===== src/rtl/core/bpsc_pkg.sv =====
// Shared types and constants for the bitmap pattern support counter.
// No dependencies; bpsc_ctrl, bpsc_dp and the top level refer to it by scoped names.
package bpsc_pkg;

  localparam int unsigned ANALYTE_W = 8;
  localparam int unsigned INDIV_W   = 6;
  localparam int unsigned LEVEL_W   = 2;
  localparam int unsigned BIN_W     = 9;
  localparam int unsigned CNT_W     = 7;
  localparam int unsigned FREQ_W    = 17;
  localparam int unsigned CFG_W     = 7;
  localparam int unsigned CFG_IDX_W = 2;

  // item kinds
  localparam logic KIND_SAMPLE  = 1'b0;
  localparam logic KIND_PATTERN = 1'b1;

  // pre-classified sample levels
  localparam logic [LEVEL_W-1:0] LVL_NORMAL  = 2'd0;
  localparam logic [LEVEL_W-1:0] LVL_HIGH    = 2'd1;
  localparam logic [LEVEL_W-1:0] LVL_LOW     = 2'd2;
  localparam logic [LEVEL_W-1:0] LVL_MISSING = 2'd3;

  // configuration register indexes
  localparam logic [CFG_IDX_W-1:0] CFG_CASE_COUNT   = 2'd0;
  localparam logic [CFG_IDX_W-1:0] CFG_NUM_CONTROLS = 2'd1;
  localparam logic [CFG_IDX_W-1:0] CFG_CASES_FIRST  = 2'd2;
  localparam logic [CFG_IDX_W-1:0] CFG_MISSING_BOTH = 2'd3;

  typedef logic [CNT_W-1:0]  cnt_t;
  typedef logic [FREQ_W-1:0] freq_t;

  typedef struct packed {
    logic                 kind;
    logic [ANALYTE_W-1:0] analyte;
    logic [INDIV_W-1:0]   individual;
    logic [LEVEL_W-1:0]   level;
    logic [BIN_W-1:0]     pattern_bin;
    logic                 last;
  } req_t;

  typedef struct packed {
    cnt_t  group1_count;
    cnt_t  group2_count;
    freq_t group1_freq;
    freq_t group2_freq;
  } rsp_t;

  // controller -> datapath
  typedef struct packed {
    logic clear_step;
    logic accept;
    logic exec;
    logic count_step;
    logic div_step;
    logic load_out;
  } cmd_t;

  // datapath -> controller
  typedef struct packed {
    logic clear_done;
    logic pattern_last;
    logic count_last;
    logic div_last;
  } stat_t;

endpackage


===== src/rtl/core/bpsc_ctrl.sv =====
// Sequencer for the support counter: clear pass, item execution, count scan,
// division and result hand-off. Depends on bpsc_pkg.
module bpsc_ctrl (
  input  logic            clk,
  input  logic            rst,
  input  logic            req_valid,
  output logic            req_ready,
  output logic            rsp_valid,
  input  logic            rsp_ready,
  output bpsc_pkg::cmd_t  cmd,
  input  bpsc_pkg::stat_t stat
);

  localparam logic [2:0] S_CLEAR = 3'd0;
  localparam logic [2:0] S_IDLE  = 3'd1;
  localparam logic [2:0] S_EXEC  = 3'd2;
  localparam logic [2:0] S_COUNT = 3'd3;
  localparam logic [2:0] S_DIV   = 3'd4;
  localparam logic [2:0] S_LOAD  = 3'd5;

  logic [2:0] state;
  logic [2:0] state_next;
  logic       out_free;

  assign req_ready = (state == S_IDLE);
  assign out_free  = !rsp_valid || rsp_ready;

  always_comb begin
    state_next = state;
    cmd        = '0;
    unique case (state)
      S_CLEAR: begin
        cmd.clear_step = 1'b1;
        if (stat.clear_done) state_next = S_IDLE;
      end
      S_IDLE: begin
        if (req_valid) begin
          cmd.accept = 1'b1;
          state_next = S_EXEC;
        end
      end
      S_EXEC: begin
        cmd.exec   = 1'b1;
        state_next = stat.pattern_last ? S_COUNT : S_IDLE;
      end
      S_COUNT: begin
        cmd.count_step = 1'b1;
        if (stat.count_last) state_next = S_DIV;
      end
      S_DIV: begin
        cmd.div_step = 1'b1;
        if (stat.div_last) state_next = S_LOAD;
      end
      S_LOAD: begin
        if (out_free) begin
          cmd.load_out = 1'b1;
          state_next   = S_IDLE;
        end
      end
      default: state_next = S_CLEAR;
    endcase
  end

  always_ff @(posedge clk) begin
    if (rst) begin
      state     <= S_CLEAR;
      rsp_valid <= 1'b0;
    end else begin
      state <= state_next;
      if (cmd.load_out) begin
        rsp_valid <= 1'b1;
      end else if (rsp_ready) begin
        rsp_valid <= 1'b0;
      end
    end
  end

  a_load_needs_free_slot: assert property (@(posedge clk) disable iff (rst)
    cmd.load_out |-> (!rsp_valid || rsp_ready))
    else $error("result register overwritten");

  a_clear_before_idle: assert property (@(posedge clk) disable iff (rst)
    (state == S_IDLE) && ($past(state) == S_CLEAR) |-> $past(stat.clear_done))
    else $error("left clear pass early");

  a_rsp_from_load: assert property (@(posedge clk) disable iff (rst)
    $rose(rsp_valid) |-> $past(cmd.load_out))
    else $error("result shown without load");

endmodule


===== config.mk =====
export PLATFORM = sky130hd
export DESIGN_NAME = bpsc_ctrl
export DESIGN_NICKNAME = d
export VERILOG_FILES = /design/src/rtl/core/bpsc_pkg.sv /design/src/rtl/core/bpsc_ctrl.sv
export SDC_FILE = /design/constraint.sdc
export NUM_CORES = 1
export LEC_CHECK = 0
export BUFFER_PORTS_ARGS = -buffer_cell sky130_fd_sc_hd__buf_2
export CELL_PAD_IN_SITES_DETAIL_PLACEMENT = 1
export CELL_PAD_IN_SITES_GLOBAL_PLACEMENT = 1
export CORE_AREA = 2 2 39 41
export DETAILED_ROUTE_END_ITERATION = 10
export DIE_AREA = 0 0 41 43
export PLACE_DENSITY_LB_ADDON = 0.1
export SKIP_LAST_GASP = 1
export SYNTH_ARGS = -nofsm -noshare
export SYNTH_HDL_FRONTEND = slang
export SYNTH_SLANG_ARGS = --single-unit

===== constraint.sdc =====
create_clock -name clk -period 2.5 [get_ports clk]
set_input_delay 0.25 -clock clk [delete_from_list [all_inputs] [get_ports clk]]
set_output_delay 0.25 -clock clk [all_outputs]
set_load 0.005 [all_outputs]

; After elaboration in Yosys (flattened, before gate mapping)
; Index checks and enable logic that the tools add are counted.
[totals]
in_bits = 8
output_inout_bits = 8
ff_bits = 4
[op_classes]
n_reduce_logical = 5
muxes = 17
n_eq_ne = 10
[op_table]
columns = op, count
row1 = 3-bit one-hot mux with 6 select lines, 1
row2 = 3-bit 2-to-1 mux, 5
row3 = 1-bit 2-to-1 mux, 10
row4 = "2-bit inequality test, second input constant", 5
row5 = "3-bit by 2-bit equality test with 1-bit output, second input constant", 2
row6 = "3-bit equality test, second input constant", 2
row7 = 5-bit AND reduction, 1
row8 = "3-bit by 1-bit equality test with 1-bit output, second input constant", 1
row9 = 3-bit zero test, 1
row10 = 2-bit 2-to-1 mux, 1
row11 = 2-bit nonzero test, 1
row12 = 1-bit zero test, 1
row13 = 1-bit logical OR, 1

; Depth between registers and ports, before layout
; Gate-level depths: netlist of run 1.
[logic_depth]
depth_word = 5
mapped_depth = 4
depth_no_buf = 3

; Least setup slack after synthesis of run 1
; No wires, ideal clock.
[synth_path]
path_type = register to output
from = register state[0]
to = output cmd[4] (netlist bit)
arrival_ns = 0.906
path_slack_ns = 1.344
path_stages_with_launch = 4
path_cell_list = dfxtp_1 -> buf_4 -> nor3b_1 -> and2_4
[synth_rtl]
columns = item, line_no
row1 = start: declaration, bpsc_ctrl.sv:21  ; logic [2:0] state;
row2 = start signal: assignment, bpsc_ctrl.sv:69  ; state <= state_next;
row3 = end: declaration, bpsc_ctrl.sv:10  ; output bpsc_pkg::cmd_t cmd,

==> results of run 1 <==
## placed cells by master, fill, tap and decap left out
cell type	netlist	routed
buf_2	0	15
nand2_1	5	5
dfxtp_1	4	4
clkbuf_4	0	3
nand2b_1	2	2
nor3b_1	2	2
nor3_1	2	2
a21oi_1	2	2
and2b_2	1	1
and3_1	1	1
inv_1	1	1
and3b_2	1	1
and2_4	1	1
a211o_2	1	1
or3_4	1	1
a21oi_2	1	1
a2111oi_2	1	1
o211ai_1	1	1
a211oi_1	1	1
## sequential cells by signal, indices dropped and copies added (netlist names)
register	count
state	3
rsp_valid	1
## cells by family (layout without fill, tap and decap cells)
kind of cell | after synthesis | count (layout) | synth area share, %
DFF | 4 | 4 | 29.6
and+or+nand+nor | 16 | 16 | 37.5
AOI/OAI and AO/OA | 7 | 7 | 21.8
buffers and inverters | 4 | 19 | 11.1
## metal layers
metal | global-route usage [%] | share of wire, %
met4 | 4.00 | 1.2
met2 | 15.6 | 52
met5 | 0 | 0
met1 | 12.9 | 43
met3 | 3.14 | 3.6
## power breakdown
part           internal [mW]  switching [mW]  total (mW)
combinational         0.0205          0.0144      0.0350
sequential            0.0673         0.00761      0.0749
clock                 0.0537          0.0258      0.0795
total                  0.141          0.0479       0.189
## critical path, cell delays in order (launching register included)
cell and delay (ns):
dfxtp_1 0.50, and2b_2 0.28, and3_1 0.17, buf_2 0.12
## cell type report
cell class	count	area, sq um
Fill cell	182	1020
Multi-Input combinational cell	23	160
Sequential cell	4	80.1
Timing Repair Buffer	15	75.1
Clock buffer	3	22.5
Tap cell	16	20.0
Inverter	1	3.75
## per-stage QoR
stage                     worst slack [ns]  utilization [%]  hold slack (ns)
after floorplan                       1.34                -            0.319
after detailed placement              1.20             24.5            0.492
after global placement                1.20             24.5            0.492
final                                0.949             26.1            0.250
after CTS                            0.940             26.1            0.250
after global routing                 0.858             26.1            0.271
## worst max path at each step
| stage | from | end | slack (ns) | depth (start not counted) |
|---|---|---|---|---|
| global route | state[0] | cmd[4] | 0.86 | 3 |
| finish | state[1] | cmd[0] | 0.95 | 3 |
| CTS | state[1] | cmd[0] | 0.94 | 3 |
| detailed placement | state[1] | cmd[0] | 1.20 | 3 |
| floorplan | state[0] | cmd[4] | 1.34 | 3 |
| global placement | state[1] | cmd[0] | 1.20 | 3 |
==> metrics.md, run 1 <==
| Metric | Value |
|---|---|
| Status | finished, final reports clean |
| Yosys reg bits | 4 |
| Setup TNS | 0 ns |
| Layout cells sized above 1 | 54.3% |
| Share of the synthesized area in the top cell type | 29.6% |
| Layout Nets | 56 |
| CTS tree | yes |
| CP endpoint kind | output pin |
| Share of flip-flops with an asynchronous set or reset | 0% |
| IO Pins | 16 |
| Crit path kind | flip-flop to output pin |
| Top post-synthesis cells by count | nand2_1, dfxtp_1 |
| Port Buffer Count | 15 |
| Number of core rows | 14 |
| Gpl congestion | 0.751 |
| DR pass1 iterations | 2 |
| Fin. Hold Viols | 0 |
| Sequential fraction of the synthesis area | 29.6% |
| Net Count, Synth | 39 |
| Chip height | 43 um |
| Fmax | 645 MHz |
| Die area | 1760 sq um |
| RSZ-0062 raised after global routing | no |
| Core outline area | 1380 sq um |
| Syn Inst Count | 31 |
| Worst hold path startpoint | rst |
| Total track usage | 10.2% |
| Gr ovfl total | 0 |
| R2r startpoint | state[1] |
| Final min period | 1.55 ns |
| Root buffer cell | clkbuf_4 |
| Slew headroom | 78.5% |
| Post-Place Cells | 59 |
| Pleak | 0.169 nW |
| Vias | 284 |
| Clk_skew | 0.00176 ns |
| WL/cell | 11.8 um |
| Worst R2R Setup Slack | 1.29 ns |
| Drt total wl | 731 um |
| CTS clk-pin slew, worst paths | 0.04 ns |
| Synth unique cells | 19 |
| Max VDD drop | 191 uV |
| Initial antenna violation count | 0 |
| Mapped Avg Cell Area | 8.72 sq um |
| Tcrit/Tclk final | 62.0% |
| Ys Warns | 0 |
| Hold Path End | rsp_valid |
| Synth top area cells | dfxtp_1, nand2_1, a2111oi_2 |
| Reg2Reg Depth | 3 |
| Number of diodes | 0 |
| CP Launch Type | flip-flop |
| Least-Margin Pin Slew | 0.322 ns |
| Die X | 41 um |
| Post-CTS Hold Buffers | 0 |
| Initial DRC count | 2 |
| Post-route DRC | 0 |
| Htree depth | 1 |
| Detail Placement HPWL | 584 um |
| Cells resized by post-CTS repair | 0 |
| Setup violators final | 0 |
| Tot Pwr | 0.189 mW |
| DR vias/cell | 4.58 |
| Critical Path Fanout Max | 10 |
| Slew Viols, Final | 0 |
| Max cap viols | 0 |
| Worst hold path cell count | 2 |
| Cell area after layout | 362 sq um |
| Top FF cell, synth | dfxtp_1 |
| Pin count of the biggest net entering global routing | 11 |
| Antenna viol nets, final | 0 |
| Clk Latency, worst-skew pair | 0.23 ns |
| Area leader, netlist | dfxtp_1 |
| Mapped Area | 270 sq um |
| HP Class | primary input to flip-flop |
| # Post-CTS Setup Buffers | 0 |
| Placed cell areas | 339 sq um |
| Post-Layout Cell Count | 62 |
| Cts bufs inserted | 3 |
| Clock Path Buffers | 2 |
| PD cells | 524 nW/um^2 |
| Global-route wire length before repair | 1.22 mm |
| Worst flop-to-flop path endpoint | state[0] |
| Most common cell in the netlist | nand2_1 |
| Vias in the first global route | 286 |
| Area grow syn2layout | 33.8% |
| Clock sinks | 4 |
| Initial core utilization | 19.5% |
| EDFF count, synth | 0 |
| Worst EP arrival | 1.30 ns |
| CP required | 2.25 ns |
Note: power is estimated with default switching activity, not from simulation.
==> inputs of run 2 (changes only) <==
==> constraint.sdc (replaced) <==
create_clock -name clk -period 1.4 [get_ports clk]
set_input_delay 0.14 -clock clk [delete_from_list [all_inputs] [get_ports clk]]
set_output_delay 0.14 -clock clk [all_outputs]
set_load 0.005 [all_outputs]
==> metrics.md, run 2 (synthesis gave the netlist of run 1 again) <==
| Metric | Value |
|---|---|
| Die area | 1760 sq um (unchanged) |
| Chip height | 43 um (unchanged) |
| Vias | 287 (was 284) |
| Gpl congestion | 0.723 (was 0.751) |
| Final min period | 1.35 ns |
| Initial antenna violation count | 0 (unchanged) |
| Post-route DRC | 0 (unchanged) |
| Least-Margin Pin Slew | 0.288 ns (was 0.322 ns) |
| Critical Path Fanout Max | 7 (was 10) |
| PD cells | 913 nW/um^2 (was 524 nW/um^2) |
| CP Launch Type | flip-flop (unchanged) |
| Setup TNS | 0 ns (unchanged) |
| Routed wl met2 | 394 um (was 377 um) |
| HP Class | primary input to flip-flop (unchanged) |
| Crit path kind | flip-flop to output pin (unchanged) |
| Pleak | 0.179 nW (was 0.169 nW) |
| Clock sinks | 4 (unchanged) |
| Post-Layout Cell Count | 63 (was 62) |
| Number of diodes | 0 (unchanged) |
| Commonest non-fill, non-tap cell in the layout | buf_2 (unchanged) |
| WL/cell | 11.9 um (was 11.8 um) |
| Slew Viols, Final | 0 (unchanged) |
| Antenna viol nets, final | 0 (unchanged) |
| Setup violators final | 0 (unchanged) |
| Clk_skew | 0.00236 ns (was 0.00176 ns) |
| Biggest regs | state x3, rsp_valid x1 (unchanged) |
| Area grow syn2layout | 40.3% (was 33.8%) |
| Largest register by flop count | state (unchanged) |
| Worst EP arrival | 1.21 ns (was 1.30 ns) |
| Detail Placement HPWL | 562 um (was 584 um) |
| CP required | 1.26 ns (was 2.25 ns) |
| Number of core rows | 14 (unchanged) |
| Top Layer Used | met3 (was met4) |
| Core outline area | 1380 sq um (unchanged) |
| IO Pins | 16 (unchanged) |
| Fin. Hold Viols | 0 (unchanged) |
| DR vias/cell | 4.56 (was 4.58) |
| Status | finished, final reports clean (unchanged) |
| CP endpoint kind | output pin (unchanged) |
| Clk Latency, worst-skew pair | 0.24 ns (was 0.23 ns) |
| Tcrit/Tclk final | 96.1% |
| Fmax | 743 MHz |
| Drt total wl | 751 um (was 731 um) |
| Initial DRC count | 2 (unchanged) |
| Max VDD drop | 394 uV (was 191 uV) |
| M1 WL | 307 um (was 317 um) |
| Pin count of the biggest net entering global routing | 11 (unchanged) |
| Final-layout fill cell count | 178 (was 182) |
| Cts bufs inserted | 3 (unchanged) |
| Initial core utilization | 19.5% (unchanged) |
| Total track usage | 10.6% (was 10.2%) |
| DR pass1 iterations | 2 (unchanged) |
| Most frequent cells in the layout | buf_2, nand2_1, clkbuf_4 (was buf_2, nand2_1, dfxtp_1) |
| Global-route wire length before repair | 1.23 mm (was 1.22 mm) |
| Post-Place Cells | 60 (was 59) |
| RSZ-0062 raised after global routing | no (unchanged) |
| Worst hold path cell count | 2 (unchanged) |
| Max cap viols | 0 (unchanged) |
| Layout Nets | 57 (was 56) |
| Max reg flops | 3 (unchanged) |
| Layout cells sized above 1 | 61.7% (was 54.3%) |
| Root buffer cell | clkbuf_4 (unchanged) |
| CTS tree | yes (unchanged) |
| Slew headroom | 80.8% (was 78.5%) |
| Die X | 41 um (unchanged) |
| CTS clk-pin slew, worst paths | 0.04 ns (about the same) |
| Routed wl met3 | 49 um (was 26 um) |
| Clock Path Buffers | 2 (unchanged) |
| Htree depth | 1 (unchanged) |
| Vias in the first global route | 286 (unchanged) |
| Port Buffer Count | 15 (unchanged) |
| Gr ovfl total | 0 (unchanged) |
| Reg2Reg Depth | 3 (unchanged) |
## run 2: changes by cell type in the layout (fill, tap and decap cells not counted)
cell     before  now
dfxtp_4       0    1
dfxtp_1       4    2
dfxtp_2       0    1
nor3b_2       0    1
nor3b_1       2    1
buf_4         0    1
## run 2: worst max-delay path, stage by stage (launching register included)
cell	delay (ns)
dfxtp_1	0.45
nor3b_2	0.24
and2_4	0.17
buf_2	0.10
## run 2: through the flow
stage | power, mW | worst slack (ns) | hold slack [ns] | cell area, sq um | utilization (%)
2_1_floorplan | 0.177 | 0.298 | 0.209 | 270 | -
3_3_place_gp | 0.202 | 0.223 | 0.378 | 347 | 25.0
3_5_place_dp | 0.204 | 0.189 | 0.373 | 347 | 25.0
4_1_cts | 0.358 | 0.0253 | 0.118 | 375 | 27.1
5_1_grt | 0.374 | 0.00225 | 0.117 | 379 | 27.4
6_report | 0.346 | 0.0544 | 0.120 | 379 | 27.4
## run 2: cell type report
| type | count | area [sq um] | share of cell area, % |
|---|---|---|---|
| clock buffers | 3 | 22.5 | 5.94 |
| inverters | 1 | 3.75 | 0.990 |
| multi-input cells | 23 | 165 | 43.6 |
| flip-flops and latches | 4 | 85.1 | 22.4 |
| well taps | 16 | 20.0 | 5.28 |
| repair buffers | 16 | 82.6 | 21.8 |
## run 2: timing repair
action | CTS | global route
setup buffers | 0 | 0
resized for setup | 2 | 2
hold buffers | 0 | 0
pin swaps | 0 | 0
endpoints found under the setup margin | 2 | 2
## run 2: final timing paths
check                   to     start  slack [ns]
hold / removal    state[1]       rst        0.12
hold reg to reg   state[0]  state[1]        0.53
setup / recovery    cmd[4]  state[0]        0.05
setup reg to reg  state[0]  state[0]        0.27
## run 2: metal layers
layer / GRT usage (%) / up-vias
met2: 15.0 / 11
met4: 2.00 / 0
li1: - / 141
met3: 7.85 / 0
met1: 12.9 / 135
met5: 0 / -
## run 2: report_power, final
group          total (mW)  switching [mW]  internal (mW)
logic              0.0695          0.0282         0.0413
registers           0.133          0.0128          0.120
clock network       0.144          0.0481         0.0959
==> inputs of run 3 (changes only) <==
--- a/config.mk
+++ b/config.mk
@@ -12,6 +12,7 @@
 export DETAILED_ROUTE_END_ITERATION = 10
 export DIE_AREA = 0 0 41 43
 export PLACE_DENSITY_LB_ADDON = 0.1
+export SETUP_SLACK_MARGIN = 0.3
 export SKIP_LAST_GASP = 1
 export SYNTH_ARGS = -nofsm -noshare
 export SYNTH_HDL_FRONTEND = slang
==> metrics.md, run 3 (synthesis gave the netlist of run 1 again) <==
| Metric | Value |
|---|---|
| Biggest regs | state x3, rsp_valid x1 (unchanged) |
| Switching Fraction | 27.7% (was 25.7%) |
| CP Launch Type | flip-flop (unchanged) |
| Cell Int Power | 0.275 mW (was 0.257 mW) |
| Worst hold path cell count | 2 (unchanged) |
| Worst EP arrival | 1.11 ns (was 1.21 ns) |
| Die area | 1760 sq um (unchanged) |
| Least-Margin Pin Slew | 0.252 ns (was 0.288 ns) |
| Clk Latency, worst-skew pair | 0.24 ns (about the same) |
| WL/cell | 13.7 um (was 11.9 um) |
| Reg2Reg Depth | 4 (was 3) |
| Initial antenna violation count | 0 (unchanged) |
| Vias in the first global route | 325 (was 286) |
| Status | finished, final reports clean (unchanged) |
| Clk pwr share | 39.8% (was 41.6%) |
| HP Class | primary input to flip-flop (unchanged) |
| Most frequent cells in the layout | buf_2, buf_4, nand2_1 (was buf_2, nand2_1, clkbuf_4) |
| Total track usage | 11.7% (was 10.6%) |
| Fmax | 797 MHz (was 743 MHz) |
| Port Buffer Count | 15 (unchanged) |
| Clock Path Buffers | 2 (unchanged) |
| Cts bufs inserted | 3 (unchanged) |
| Global-route wire length before repair | 1.33 mm (was 1.23 mm) |
| RSZ-0062 raised after global routing | yes (was no) |
| Max VDD drop | 261 uV (was 394 uV) |
| CP required | 1.26 ns (about the same) |
| Final core occ | 33.6% (was 27.4%) |
| Gr ovfl total | 0 (unchanged) |
| Core outline area | 1380 sq um (unchanged) |
| Gpl congestion | 0.760 (was 0.723) |
| Tot Pwr | 0.381 mW (was 0.346 mW) |
| Largest register by flop count | state (unchanged) |
| Max incr delay on CP | 0.36 ns (was 0.45 ns) |
| Antenna viol nets, final | 0 (unchanged) |
| Setup TNS | 0 ns (unchanged) |
| Initial DRC count | 2 (unchanged) |
| IO Pins | 16 (unchanged) |
| Crit-path slowest cell | dfxtp_4 (was dfxtp_1) |
| Initial core utilization | 19.5% (unchanged) |
| Worst flop-to-flop path endpoint | state[0] (unchanged) |
| Pin count of the biggest net entering global routing | 11 (unchanged) |
| Number of core rows | 14 (unchanged) |
| Clock sinks | 4 (unchanged) |
| Hold slack | 0.114 ns (was 0.120 ns) |
| Net switching power | 0.106 mW (was 0.0891 mW) |
| Slew Viols, Final | 0 (unchanged) |
| Max cap viols | 0 (unchanged) |
| Final-layout fill cell count | 176 (was 178) |
| Cell family with most CP delay | flip-flops (unchanged) |
| CP endpoint kind | output pin (unchanged) |
| Layout Nets | 63 (was 57) |
| CTS tree | yes (unchanged) |
| DR vias/cell | 4.57 (was 4.56) |
| Worst R2R Setup Slack | 0.21 ns (was 0.27 ns) |
| R2r startpoint | state[1] (was state[0]) |
| Crit path kind | flip-flop to output pin (unchanged) |
| Drt total wl | 947 um (was 751 um) |
| PD cells | 818 nW/um^2 (was 913 nW/um^2) |
| Htree depth | 1 (unchanged) |
| Max reg flops | 3 (unchanged) |
| Chip height | 43 um (unchanged) |
| Commonest non-fill, non-tap cell in the layout | buf_2 (unchanged) |
| Clk_skew | 0.00272 ns (was 0.00236 ns) |
| Critical Path Fanout Max | 5 (was 7) |
| Root buffer cell | clkbuf_4 (unchanged) |
| Vias | 315 (was 287) |
| Worst hold path startpoint | rst (unchanged) |
| Pleak | 0.214 nW (was 0.179 nW) |
| Detail Placement HPWL | 613 um (was 562 um) |
| CP cell instances | buf_4 > nor3_1 > buf_2 (was nor3b_2 > and2_4 > buf_2) |
| Post-route DRC | 0 (unchanged) |
| Flop pwr share | 34.1% (was 38.3%) |
| Layout cells sized above 1 | 73.6% (was 61.7%) |
| Crit path buf inv count | 2 (was 1) |
| Area grow syn2layout | 72.2% (was 40.3%) |
| Post-CTS Hold Buffers | 0 (unchanged) |
| DR pass1 iterations | 4 (was 2) |
| Tcrit/Tclk final | 89.6% (was 96.1%) |
| Setup violators final | 0 (unchanged) |
| Final min period | 1.25 ns (was 1.35 ns) |
| Slew headroom | 83.1% (was 80.8%) |
| Logic pwr share | 26.1% (was 20.1%) |
| Number of diodes | 0 (unchanged) |
| Die X | 41 um (unchanged) |
| Fin. Hold Viols | 0 (unchanged) |
| Hold Path End | state[1] (unchanged) |
| CTS clk-pin slew, worst paths | 0.04 ns (about the same) |
## run 3: cell types whose count changed in the layout (fill, tap and decap cells not counted), sizes merged
cell	change
buf	+6
## run 3: timing repair
| action | in CTS | in global routing |
|---|---|---|
| resized for setup | 7 | 6 |
| buffers inserted | 4 | 3 |
| endpoints found under the setup margin | 9 | 9 |
| pin swaps | 1 | 3 |
## run 3: worst max-delay path by stage
stage	startpoint	slack, ns	end	cells after the start
finish	state[1]	0.15	cmd[1]	3
CTS	state[1]	0.15	cmd[0]	3
global route	state[1]	0.11	cmd[1]	3
floorplan	state[1]	0.32	state[0]	4
global placement	state[1]	0.20	cmd[0]	3
detailed placement	state[1]	0.18	cmd[0]	3
## run 3: power by group through the flow
stage | combinational [mW] | clock [mW] | sequential (mW)
6_report | 0.0993 | 0.152 | 0.130
5_1_grt | 0.108 | 0.163 | 0.131
4_1_cts | 0.0779 | 0.147 | 0.131
3_5_place_dp | 0.0630 | 0 | 0.137
3_3_place_gp | 0.0616 | 0 | 0.135
2_1_floorplan | 0.0530 | 0 | 0.123
## run 3: layout make-up
cell class	count	area, sq um	share of cell area, %
Timing Repair Buffer	22	134	28.8
Sequential cell	4	91.3	19.6
Multi-Input combinational cell	23	194	41.7
Tap cell	16	20.0	4.30
Clock buffer	3	22.5	4.84
Inverter	1	3.75	0.806
## run 3: through the flow
step                      std cells  worst slack [ns]  cell area [sq um]
final                            69             0.146                465
after global routing             69             0.110                465
after CTS                        66             0.153                408
after detailed placement         59             0.182                339
after global placement           59             0.204                339
after floorplan                  31             0.315                270
## run 3: layer usage
layer / share of wire (%) / GRT usage [%] / vias to the layer above
li1: - / - / 154
met2: 61 / 19.4 / 7
met5: 0 / 0 / -
met3: 1.8 / 1.57 / 2
met1: 35 / 11.7 / 152
met4: 1.7 / 10.0 / 0
